<file path="config.mk">
export PLATFORM = sky130hd
export DESIGN_NAME = adc_ladder_button_decoder_core
export DESIGN_NICKNAME = d
export VERILOG_FILES = /design/src/rtl/core/albd_pkg.sv /design/src/rtl/core/albd_nearest.sv /design/src/rtl/core/adc_ladder_button_decoder_core.sv
export VERILOG_INCLUDE_DIRS = /design/src /design/src/rtl/core
export SDC_FILE = /design/constraint.sdc
export NUM_CORES = 1
export LEC_CHECK = 0
export BUFFER_PORTS_ARGS = -buffer_cell sky130_fd_sc_hd__buf_2
export CAP_MARGIN = 40
export CELL_PAD_IN_SITES_DETAIL_PLACEMENT = 0
export CELL_PAD_IN_SITES_GLOBAL_PLACEMENT = 1
export CORE_UTILIZATION = 48
export DETAILED_ROUTE_END_ITERATION = 12
export PLACE_DENSITY_LB_ADDON = 0.15
export SLEW_MARGIN = 20
export SYNTH_ARGS = -nofsm -noshare
export SYNTH_HDL_FRONTEND = slang
export SYNTH_HIERARCHICAL = 1
export SYNTH_SLANG_ARGS = --single-unit
export TNS_END_PERCENT = 5
</file>
<file path="constraint.sdc">
create_clock -name clk -period 13.35 [get_ports clk]
set_input_delay 0.6675 -clock clk [delete_from_list [all_inputs] [get_ports clk]]
set_output_delay 0.6675 -clock clk [all_outputs]
set_load 0.05 [all_outputs]
</file>
<file path="src/rtl/core/adc_ladder_button_decoder_core_macros.svh">
// Assertion helpers shared by the decoder core.
`ifndef ADC_LADDER_BUTTON_DECODER_CORE_MACROS_SVH
`define ADC_LADDER_BUTTON_DECODER_CORE_MACROS_SVH

// Same-cycle implication, disabled while reset is low.
`define ALBD_ASSERT_NOW(label, clk, rst_n, ante, cons) \
  label: assert property (@(posedge clk) disable iff (!rst_n) (ante) |-> (cons)) \
    else $error("albd assertion failed");

// Next-cycle implication, disabled while reset is low.
`define ALBD_ASSERT_NEXT(label, clk, rst_n, ante, cons) \
  label: assert property (@(posedge clk) disable iff (!rst_n) (ante) |=> (cons)) \
    else $error("albd assertion failed");

`endif

</file>
<file path="src/rtl/core/albd_pkg.sv">
`default_nettype none

package albd_pkg;

  localparam int unsigned SAMPLE_W = 12;
  localparam int unsigned TIME_W   = 16;
  localparam int unsigned SET_W    = 4;
  localparam int unsigned CFG_W    = 16;
  localparam int unsigned CODES_MAX = 2 ** SET_W;

  localparam int unsigned LADDER_CODES_DEF = 16;

  // Register reset values
  localparam logic [SAMPLE_W-1:0] STABLE_DELTA_RST       = 12'd10;
  localparam logic [TIME_W-1:0]   STABLE_TIME_NEEDED_RST = 16'd200;
  localparam logic [SAMPLE_W-1:0] RELEASE_LEVEL_RST      = 12'h800;
  localparam logic [TIME_W-1:0]   REBOOT_HOLD_TIME_RST   = 16'd3000;

  localparam logic [TIME_W-1:0] TIME_MAX = 16'hFFFF;

  // Button sets with a meaning of their own
  localparam logic [SET_W-1:0] SET_NONE = 4'd0;
  localparam logic [SET_W-1:0] SET_ALL4 = 4'd15;

  // Ladder voltage codes; entry 0 is the open line and never matches
  localparam logic [SAMPLE_W-1:0] LADDER_CODE [CODES_MAX] = '{
    12'hFFF, 12'h0C0, 12'h196, 12'h086, 12'h308, 12'h0A0, 12'h11E, 12'h076,
    12'h55D, 12'h0B1, 12'h154, 12'h080, 12'h235, 12'h095, 12'h0FA, 12'h070
  };

  typedef enum logic [1:0] {
    CFG_STABLE_DELTA       = 2'd0,
    CFG_STABLE_TIME_NEEDED = 2'd1,
    CFG_RELEASE_LEVEL      = 2'd2,
    CFG_REBOOT_HOLD_TIME   = 2'd3
  } cfg_reg_t;

  typedef struct packed {
    logic [SAMPLE_W-1:0] sample;
    logic [TIME_W-1:0]   elapsed;
    logic                menu_active;
  } in_t;

  typedef struct packed {
    logic [SET_W-1:0]  buttons;
    logic [SET_W-1:0]  previous_buttons;
    logic              notify_host;
    logic              notify_menu;
    logic [TIME_W-1:0] hold_time;
    logic              start_menu;
    logic              released;
  } out_t;

endpackage

`default_nettype wire

</file>
<file path="src/rtl/core/albd_nearest.sv">
`default_nettype none

module albd_nearest #(
  parameter int unsigned LADDER_CODES = albd_pkg::LADDER_CODES_DEF
) (
  input  logic [albd_pkg::SAMPLE_W-1:0] sample,
  output logic [albd_pkg::SET_W-1:0]    nearest
);

  typedef struct packed {
    logic [albd_pkg::SET_W-1:0] idx;
    logic [albd_pkg::SAMPLE_W:0] err;
  } cand_t;

  cand_t lvl0 [albd_pkg::CODES_MAX];
  cand_t lvl1 [albd_pkg::CODES_MAX/2];
  cand_t lvl2 [albd_pkg::CODES_MAX/4];
  cand_t lvl3 [albd_pkg::CODES_MAX/8];
  cand_t best;

  // Keep the left candidate on a tie so the lowest index wins
  function automatic cand_t pick(input cand_t a, input cand_t b);
    return (b.err < a.err) ? b : a;
  endfunction

  // Distance to every ladder code; unused slots get an unbeatable distance
  always_comb begin
    for (int i = 0; i < albd_pkg::CODES_MAX; i++) begin
      lvl0[i].idx = albd_pkg::SET_W'(i);
      if (i == 0 || i >= LADDER_CODES) begin
        lvl0[i].err = '1;
      end else if (sample > albd_pkg::LADDER_CODE[i]) begin
        lvl0[i].err = {1'b0, sample - albd_pkg::LADDER_CODE[i]};
      end else begin
        lvl0[i].err = {1'b0, albd_pkg::LADDER_CODE[i] - sample};
      end
    end
  end

  // Minimum tree, four levels
  always_comb begin
    for (int i = 0; i < albd_pkg::CODES_MAX/2; i++) lvl1[i] = pick(lvl0[2*i], lvl0[2*i+1]);
    for (int i = 0; i < albd_pkg::CODES_MAX/4; i++) lvl2[i] = pick(lvl1[2*i], lvl1[2*i+1]);
    for (int i = 0; i < albd_pkg::CODES_MAX/8; i++) lvl3[i] = pick(lvl2[2*i], lvl2[2*i+1]);
    best = pick(lvl3[0], lvl3[1]);
  end

  assign nearest = best.idx;

endmodule

`default_nettype wire

</file>
<file path="src/rtl/core/adc_ladder_button_decoder_core.sv">
// Channel | Ports                          | Direction | Moves
// in      | in_valid, in_ready, in_data    | input     | one ADC sample request
// out     | out_valid, out_ready, out_data | output    | one decoded result
// cfg     | cfg_valid, cfg_ready, cfg_index, cfg_data | input | one register write
//
// Two register stages: an input stage that also holds the nearest ladder code,
// then the result register that updates the decoder state.
// One request per cycle sustained unless the output stalls; out_valid rises
// as a request moves from the input stage into the result register.
// The loop through the stable/hold timers and set registers sets the rate.
// Reset (rst_n low, synchronous) clears state and loads register defaults.
// A stalled output holds both stages; cfg_ready is always high.
`default_nettype none

module adc_ladder_button_decoder_core #(
  parameter int unsigned LADDER_CODES = albd_pkg::LADDER_CODES_DEF
) (
  input  logic                       clk,
  input  logic                       rst_n,
  input  logic                       in_valid,
  output logic                       in_ready,
  input  albd_pkg::in_t              in_data,
  output logic                       out_valid,
  input  logic                       out_ready,
  output albd_pkg::out_t             out_data,
  input  logic                       cfg_valid,
  output logic                       cfg_ready,
  input  logic [1:0]                 cfg_index,
  input  logic [albd_pkg::CFG_W-1:0] cfg_data
);

`include "adc_ladder_button_decoder_core_macros.svh"

  localparam int unsigned SW = albd_pkg::SAMPLE_W;
  localparam int unsigned TW = albd_pkg::TIME_W;
  localparam int unsigned BW = albd_pkg::SET_W;

  // Configuration registers
  logic [SW-1:0] stable_delta_r;
  logic [TW-1:0] stable_time_needed_r;
  logic [SW-1:0] release_level_r;
  logic [TW-1:0] reboot_hold_time_r;

  // Decoder state
  logic [SW-1:0] last_sample_r, last_sample_nxt;
  logic [TW-1:0] stable_time_r, stable_time_nxt;
  logic [BW-1:0] current_set_r, current_set_nxt;
  logic [BW-1:0] prior_set_r, prior_set_nxt;
  logic [TW-1:0] held_time_r, held_time_nxt;

  // Input stage
  logic          s1_valid_r;
  albd_pkg::in_t s1_data_r;
  logic [BW-1:0] s1_nearest_r;
  logic [BW-1:0] nearest_c;

  // Result stage
  logic           out_valid_r;
  albd_pkg::out_t out_data_r, out_data_nxt;

  logic s1_move, out_free;

  // Stage 1 combinational: pick nearest ladder code for the incoming sample
  albd_nearest #(
    .LADDER_CODES(LADDER_CODES)
  ) u_nearest (
    .sample  (in_data.sample),
    .nearest (nearest_c)
  );

  // Handshake
  assign out_free  = !out_valid_r || out_ready;
  assign s1_move   = s1_valid_r && out_free;
  assign in_ready  = !s1_valid_r || s1_move;
  assign out_valid = out_valid_r;
  assign out_data  = out_data_r;
  assign cfg_ready = 1'b1;

  // Configuration writes
  always_ff @(posedge clk) begin
    if (!rst_n) begin
      stable_delta_r       <= albd_pkg::STABLE_DELTA_RST;
      stable_time_needed_r <= albd_pkg::STABLE_TIME_NEEDED_RST;
      release_level_r      <= albd_pkg::RELEASE_LEVEL_RST;
      reboot_hold_time_r   <= albd_pkg::REBOOT_HOLD_TIME_RST;
    end else if (cfg_valid && cfg_ready) begin
      unique case (albd_pkg::cfg_reg_t'(cfg_index))
        albd_pkg::CFG_STABLE_DELTA:       stable_delta_r       <= cfg_data[SW-1:0];
        albd_pkg::CFG_STABLE_TIME_NEEDED: stable_time_needed_r <= cfg_data[TW-1:0];
        albd_pkg::CFG_RELEASE_LEVEL:      release_level_r      <= cfg_data[SW-1:0];
        albd_pkg::CFG_REBOOT_HOLD_TIME:   reboot_hold_time_r   <= cfg_data[TW-1:0];
        default: ;
      endcase
    end
  end

  // Stage 2: stability timer, decode, hold timer
  logic [SW-1:0] diff;
  logic [TW:0]   st_sum, hold_sum;
  logic [TW-1:0] hold_base;
  logic          decode, released_c;
  logic [BW-1:0] set_c;

  always_comb begin
    diff = (s1_data_r.sample > last_sample_r) ? (s1_data_r.sample - last_sample_r)
                                              : (last_sample_r - s1_data_r.sample);
    st_sum = {1'b0, stable_time_r} + {1'b0, s1_data_r.elapsed};

    last_sample_nxt = s1_data_r.sample;
    if (diff < stable_delta_r) begin
      stable_time_nxt = st_sum[TW] ? albd_pkg::TIME_MAX : st_sum[TW-1:0];
    end else begin
      stable_time_nxt = '0;
    end

    decode     = stable_time_nxt > stable_time_needed_r;
    released_c = decode && (s1_data_r.sample > release_level_r);
    set_c      = released_c ? albd_pkg::SET_NONE : s1_nearest_r;

    // Release clears the hold time before it accumulates
    hold_base = released_c ? '0 : held_time_r;
    hold_sum  = {1'b0, hold_base} + {1'b0, s1_data_r.elapsed};

    current_set_nxt = current_set_r;
    prior_set_nxt   = prior_set_r;
    held_time_nxt   = held_time_r;

    out_data_nxt             = '0;
    out_data_nxt.released    = released_c;

    if (decode) begin
      if (current_set_r != set_c) begin
        held_time_nxt   = '0;
        prior_set_nxt   = current_set_r;
        current_set_nxt = set_c;
        out_data_nxt.notify_menu = s1_data_r.menu_active;
        out_data_nxt.notify_host = !s1_data_r.menu_active;
      end else begin
        held_time_nxt = hold_sum[TW] ? albd_pkg::TIME_MAX : hold_sum[TW-1:0];
        out_data_nxt.start_menu = (held_time_nxt == reboot_hold_time_r) &&
                                  (current_set_r == albd_pkg::SET_ALL4) &&
                                  !s1_data_r.menu_active;
      end
    end

    out_data_nxt.buttons          = current_set_nxt;
    out_data_nxt.previous_buttons = prior_set_nxt;
    out_data_nxt.hold_time        = held_time_nxt;
  end

  // Pipeline control
  always_ff @(posedge clk) begin
    if (!rst_n) begin
      s1_valid_r  <= 1'b0;
      out_valid_r <= 1'b0;
    end else begin
      if (in_valid && in_ready) begin
        s1_valid_r <= 1'b1;
      end else if (s1_move) begin
        s1_valid_r <= 1'b0;
      end
      if (s1_move) begin
        out_valid_r <= 1'b1;
      end else if (out_ready) begin
        out_valid_r <= 1'b0;
      end
    end
  end

  // Payload registers
  always_ff @(posedge clk) begin
    if (in_valid && in_ready) begin
      s1_data_r    <= in_data;
      s1_nearest_r <= nearest_c;
    end
    if (s1_move) begin
      out_data_r <= out_data_nxt;
    end
  end

  // Decoder state advances as each request leaves stage 1
  always_ff @(posedge clk) begin
    if (!rst_n) begin
      last_sample_r <= '0;
      stable_time_r <= '0;
      current_set_r <= '0;
      prior_set_r   <= '0;
      held_time_r   <= '0;
    end else if (s1_move) begin
      last_sample_r <= last_sample_nxt;
      stable_time_r <= stable_time_nxt;
      current_set_r <= current_set_nxt;
      prior_set_r   <= prior_set_nxt;
      held_time_r   <= held_time_nxt;
    end
  end

  // Checks
  `ALBD_ASSERT_NOW(a_notify_excl, clk, rst_n, out_valid_r,
                   !(out_data_r.notify_host && out_data_r.notify_menu))
  `ALBD_ASSERT_NOW(a_start_menu_set, clk, rst_n, out_valid_r && out_data_r.start_menu,
                   out_data_r.buttons == albd_pkg::SET_ALL4 &&
                   out_data_r.hold_time == reboot_hold_time_r)
  `ALBD_ASSERT_NOW(a_released_none, clk, rst_n, out_valid_r && out_data_r.released,
                   out_data_r.buttons == albd_pkg::SET_NONE)
  `ALBD_ASSERT_NEXT(a_state_tracks_out, clk, rst_n, s1_move,
                    out_data_r.buttons == current_set_r &&
                    out_data_r.hold_time == held_time_r)

endmodule

`default_nettype wire

</file>
* Yosys cells after proc, flatten, opt, wreduce, memory -nomap -nowiden
Cells that the tools add are included.
Storage, ports and cells: register bits 171, input port bits 52, output and inout bits 31, logic and storage cells 162
Operators by class: add/subtract/negate cells 34, order comparisons 34, eq/ne operators 6, mux-type cells 46, bitwise gates (word level) 1, reduce and logical (&&, ||, !) cells 19
Operators by type and width (count):
- 12-bit two-way mux | 16
- 17-bit two-way mux | 7
- 14-bit two-way mux | 8
- 12-bit less-than comparator | 8
- 16-bit two-way mux | 6
- 13-bit less-than comparator | 7
- 12-bit by 8-bit > comparator with 1-bit output, second input constant | 7
- 12-bit by 8-bit subtractor with 12-bit output, second input constant | 7
- 8-bit by 12-bit subtractor with 12-bit output, first input constant | 7
- 12-bit by 9-bit > comparator with 1-bit output, second input constant | 3
- 12-bit by 9-bit subtractor with 12-bit output, second input constant | 3
- 9-bit by 12-bit subtractor with 12-bit output, first input constant | 3
- 16-bit by 16-bit adder with 17-bit output | 2
- 12-bit by 10-bit > comparator with 1-bit output, second input constant | 2
- 12-bit > comparator | 2
- 12-bit by 7-bit > comparator with 1-bit output, second input constant | 2
- 10-bit by 12-bit subtractor with 12-bit output, first input constant | 2
- 12-bit by 10-bit subtractor with 12-bit output, second input constant | 2
- 12-bit subtractor | 2
- 12-bit by 7-bit subtractor with 12-bit output, second input constant | 2
- 7-bit by 12-bit subtractor with 12-bit output, first input constant | 2
- 4-bit two-way mux | 5
- 16-bit equality test | 1
- 16-bit > comparator | 1
- 17 further kinds | 33

* Longest topological paths before layout
depth after elaboration 12, gate-level depth with buffers 69, depth with buffers taken out 60

* Hierarchy
The synthesis kept the hierarchy.
Modules (own cells, without submodules):
- albd_nearest | instances 1, cells an instance 1679, area each 11374.7 um^2, seq. area each 0.0 um^2
- adc_ladder_button_decoder_core | instances 1, cells an instance 1170, area each 10263.6 um^2, seq. area each 4033.9 um^2

* Worst setup path after synthesis
Ideal clock, no wire load.
kind input-to-reg, start point in in_data[20] (netlist bit), end point reg s1_nearest_r[2], data pin, library setup time 0.260 ns, arrival time 11.980 ns, data required time 13.090 ns, setup slack 1.110 ns, stages on the path 66, path buffers 7, path through clkbuf_1 -> clkbuf_1 -> buf_1 -> inv_1 -> clkbuf_1 -> ha_1 -> clkbuf_1 -> a21oi_1 -> nor2_1 -> nor4_1 -> o21a_1 -> mux2i_1 -> o22ai_1 -> xnor2_1 -> ha_1 -> a21o_1 -> a21o_1 -> a21o_1 -> [... 30 more ...] -> o21ai_0 -> nand2b_1 -> a21oi_1 -> nor2_1 -> nor2_1 -> clkbuf_1 -> mux2i_1 -> ha_1 -> a21oi_1 -> nor2b_1 -> o21ai_0 -> nand2b_1 -> a21oi_1 -> nor2b_1 -> o21ai_0 -> nand2_1 -> a21o_4 -> mux2_2
Between the ends: cells in the longest elaborated chain, start to end 10, elaborated cells between the ends (all ways) 90, those cells by class 30 x add/sub; 30 x order compare; 30 x mux
Ends and longest elaborated chain:
- start, declared | line adc_ladder_button_decoder_core.sv:22 | input albd_pkg::in_t in_data,
- 8-bit by 12-bit subtractor with 12-bit output (tied with other cells) | line albd_nearest.sv:35 | lvl0[i].err = {1'b0, albd_pkg::LADDER_CODE[i] - sample};
- 12-bit two-way mux | line albd_nearest.sv:32 | end else if (sample > albd_pkg::LADDER_CODE[i]) begin
- 12-bit by 13-bit less-than comparator with 1-bit output or 12-bit less-than comparator (tied branches) | line albd_nearest.sv:23 | return (b.err < a.err) ? b : a;
- 14-bit two-way mux | line albd_nearest.sv:23
- 13-bit less-than comparator | line albd_nearest.sv:23
- 17-bit two-way mux | line albd_nearest.sv:23
- 13-bit less-than comparator | line albd_nearest.sv:23
- 17-bit two-way mux | line albd_nearest.sv:23
- 13-bit less-than comparator | line albd_nearest.sv:23
- 17-bit two-way mux * | line albd_nearest.sv:23
- via nearest_c[2] | line adc_ladder_button_decoder_core.sv:55 | logic [BW-1:0] nearest_c;
- end signal, assigned | line adc_ladder_button_decoder_core.sv:174 | s1_nearest_r <= nearest_c;
- end, declared | line adc_ladder_button_decoder_core.sv:54 | logic [BW-1:0] s1_nearest_r;
Mark *: on every way through the listed nets, which the timed path passes. The rest lies on a longest branch. A chain may end at the register's enable or synchronous reset.

* Worst setup path in the final report
start point in in_data[23] (netlist bit), end point reg s1_nearest_r[2], data pin
Same word-level chain as after synthesis.

==> metrics.yaml <==
clocking:
  htreeDepth: 4
  clock_latency_ns: 0.46
  clk_path_buf_depth: 2
  cts_inserted_buffers: 17
  cts_setup_buffers: 0
  post_cts_resized: 0
  clock-sinks: 171
  root_buffer: "clkbuf_16"
  hold_buffers: 0
  clk_pin_slew_worst_paths_ns: 0.07
  cts_tree: "yes"
drt:
  dr.pass1.iters: 8
  drt_wl_total_mm: 83.01
  post_drt_wl_per_cell_um: 23.90
  drtIter0Drc: 1853
  vias_per_cell: 6.228
  ant_nets: 0
  drc: 0
  vias: 21630
power:
  p_comb_share_pct: 66.0
  p_switching_uw: 1639
  seqPwrFrac_pct: 18.8
  power_density_nw_per_um2: 145.3
  vdd_drop_max_v: 0.0001260
  p_clk_share_pct: 15.2
  leakage_uw: 0.009874
  p_int_uw: 1746
  sw_frac_of_total_pct: 48.41
yosys:
  synth_top_area_share_pct: 16.42
  synthesis.area_um2: 21640
  yosysWarnings: 6
  synth_cells: 2849
  syn_area_per_cell_um2: 7.595
  yosysUniqueCellTypes: 116
  synth_nets: 3189
  async_flop_share_pct: 0
  synth_top_area_cell: "ha_1"
  ys_seq_elements: 171
  synth_edf_count: 61
  ys_seq_area_share_pct: 18.64
  ys_top_cells_by_area: "ha_1, dfxtp_1, edfxtp_1, nand2_1, xnor2_1"
  synth-main-ff-cell: "dfxtp_1"
run:
  maxCapViolCount: 0
run_status:
  outcome: "finished clean"
timing:
  finalSetupTns_ns: 0
  drv_slew: 0
  period_share_pct: 92.06
  fin_skew_ns: 0.01215
  hold_viol: 0
  slew_headroom_pct: 36.73
  max_freq_ghz: 0.08136
  min_period_ns: 12.29
  rsz0062_at_grt: "no"
  worst_slew_pin_slew_ns: 0.9423
  setup_viol: 0
worst_setup_path:
  max_stage_delay_ns: 0.56
  cp_slowest_cell: "o21a_1"
  critical_path.top_delay_family: "compound AO/OA/AOI/OAI gates"
  crit_fanout: 16
  path_buf_inv: 3
  endpoint_kind: "flop"
  worstSetupPathType: "input pin to flop"
  cp_common_cell: "o21a_1"
  cp.depth: 61
  rr_worst_depth: 35
  crit_required_ns: 13.55
  crit_arrival_ns: 12.50
  start_kind: "input pin"
global_route:
  grt_overflow: 0
  antenna_found_initial: 0
  track_usage_pct: 35.54
  grt_pass1_wl_mm: 125.3
  grt_pass1_vias: 21030
  grt_max_degree: 83
placed_design:
  hpwl_mm: 64.59
  place_congestion: 1.026
  io_buffers: 81
  post_dp_cell_area_um2: 22680
final_layout:
  finish.instance_area_um2: 23300
  drive_above_1_share_pct: 10.27
  num-fill-cells: 4363
  areaGrowthSynthToFinish_pct: 7.690
  final_common_cell: "nand2_1"
  final_nets: 3208
  layout_common_cells: "nand2_1, ha_1, a21oi_1"
  num_antenna_cells: 0
floorplanning:
  io_pins: 83
  dieArea_um2: 45930
  start_util_pct: 48.83
  placementRows: 77
  fp.dieW_um: 214.3
  die_y_um: 214.3
  core_um2: 44320
worst_hold_path:
  hold_path.class: "input pin to flop"
  min_path_cells: 1
[cell families (layout without fill, tap and decap cells)]
kind of cell	count (synthesis)	in the layout	synth area share (%)
AND/OR/NAND/NOR	910	910	19.78
AO/OA/AOI/OAI	867	867	26.31
buffers and inverters	327	359	6.054
adder cells (fa/ha/maj)	291	291	16.95
XOR/XNOR	173	173	7.037
flip-flops	171	171	18.64
multiplexers	109	109	5.216
other	1	1	0.01733
[per-layer routing]
metal  share of wire (%)  vias to the layer above  track usage, %
met1                  40                    10200           42.10
li1                    -                    10190               -
met5                   0                        -               0
met3                 6.1                      291           4.411
met2                  45                      955           59.47
met4                 8.1                        0           25.57
[cell type report]
cell class                 count  area [µm²]  area share (%)
tap                          592       740.7           3.179
multi-input combinational   2351       16300           69.95
clock inverter                13       141.4          0.6067
sequential                   171        4034           17.31
inverter                     172       645.6           2.771
clock buffer                  19       464.2           1.992
timing repair buffer         155       975.9           4.188
[flip-flops by register name (all words and copies together), names as in the netlist]
register / count
prior_set_r: 4
s1_valid_r: 1
held_time_r: 16
stable_time_needed_r: 16
release_level_r: 12
current_set_r: 4
out_data: 28
s1_nearest_r: 4
last_sample_nxt: 12
out_valid: 1
s1_data_r: 17
stable_time_r: 16
last_sample_r: 12
reboot_hold_time_r: 16
stable_delta_r: 12
[metrics by stage]
step                      setup slack, ns  hold WS [ns]  total power, µW  cells  utilization [%]
after global routing               0.2256        0.3695             3665   3473            52.58
after detailed placement           0.8421        0.4548             2849   3438            51.17
after global placement              1.066        0.4454             2811   3434            51.06
after CTS                           1.272        0.3641             3375   3470            52.54
after floorplan                     1.110        0.4315             2244   2849                -
final                               1.059        0.3894             3385   3473            52.58
[cell usage after synthesis, types with 61 or more instances]
master,count
nand3_1,63
nor2_1,218
a21boi_0,62
a21oi_1,240
edfxtp_1,61
ha_1,284
xnor2_1,143
nand2_1,370
dfxtp_1,110
mux2i_1,79
inv_1,166
o21ai_0,184
clkbuf_1,109
[final timing paths]
| path | start | end | slack [ns] |
|---|---|---|---|
| worst max-delay path | in_data[23] | s1_nearest_r[2]$_DFFE_PP_ | 1.06 |
| worst min-delay path | in_data[9] | s1_data_r[9]$_DFFE_PP_ | 0.39 |
| worst max register to register | last_sample_nxt[8]$_DFFE_PP_ | out_data[1]$_SDFFCE_PP0P_ | 3.44 |
| worst min register to register | stable_time_r[14]$_SDFFE_PN0P_ | stable_time_r[14]$_SDFFE_PN0P_ | 0.47 |
[power by group through the flow]
stage	logic [µW]	clock network, µW	registers (µW)
floorplan	1580	0	665
global placement	2160	0	648
detailed placement	2200	0	648
CTS	2210	525	636
global route	2480	544	640
finish	2230	514	637
Note: power is estimated with default switching activity, not from simulation.
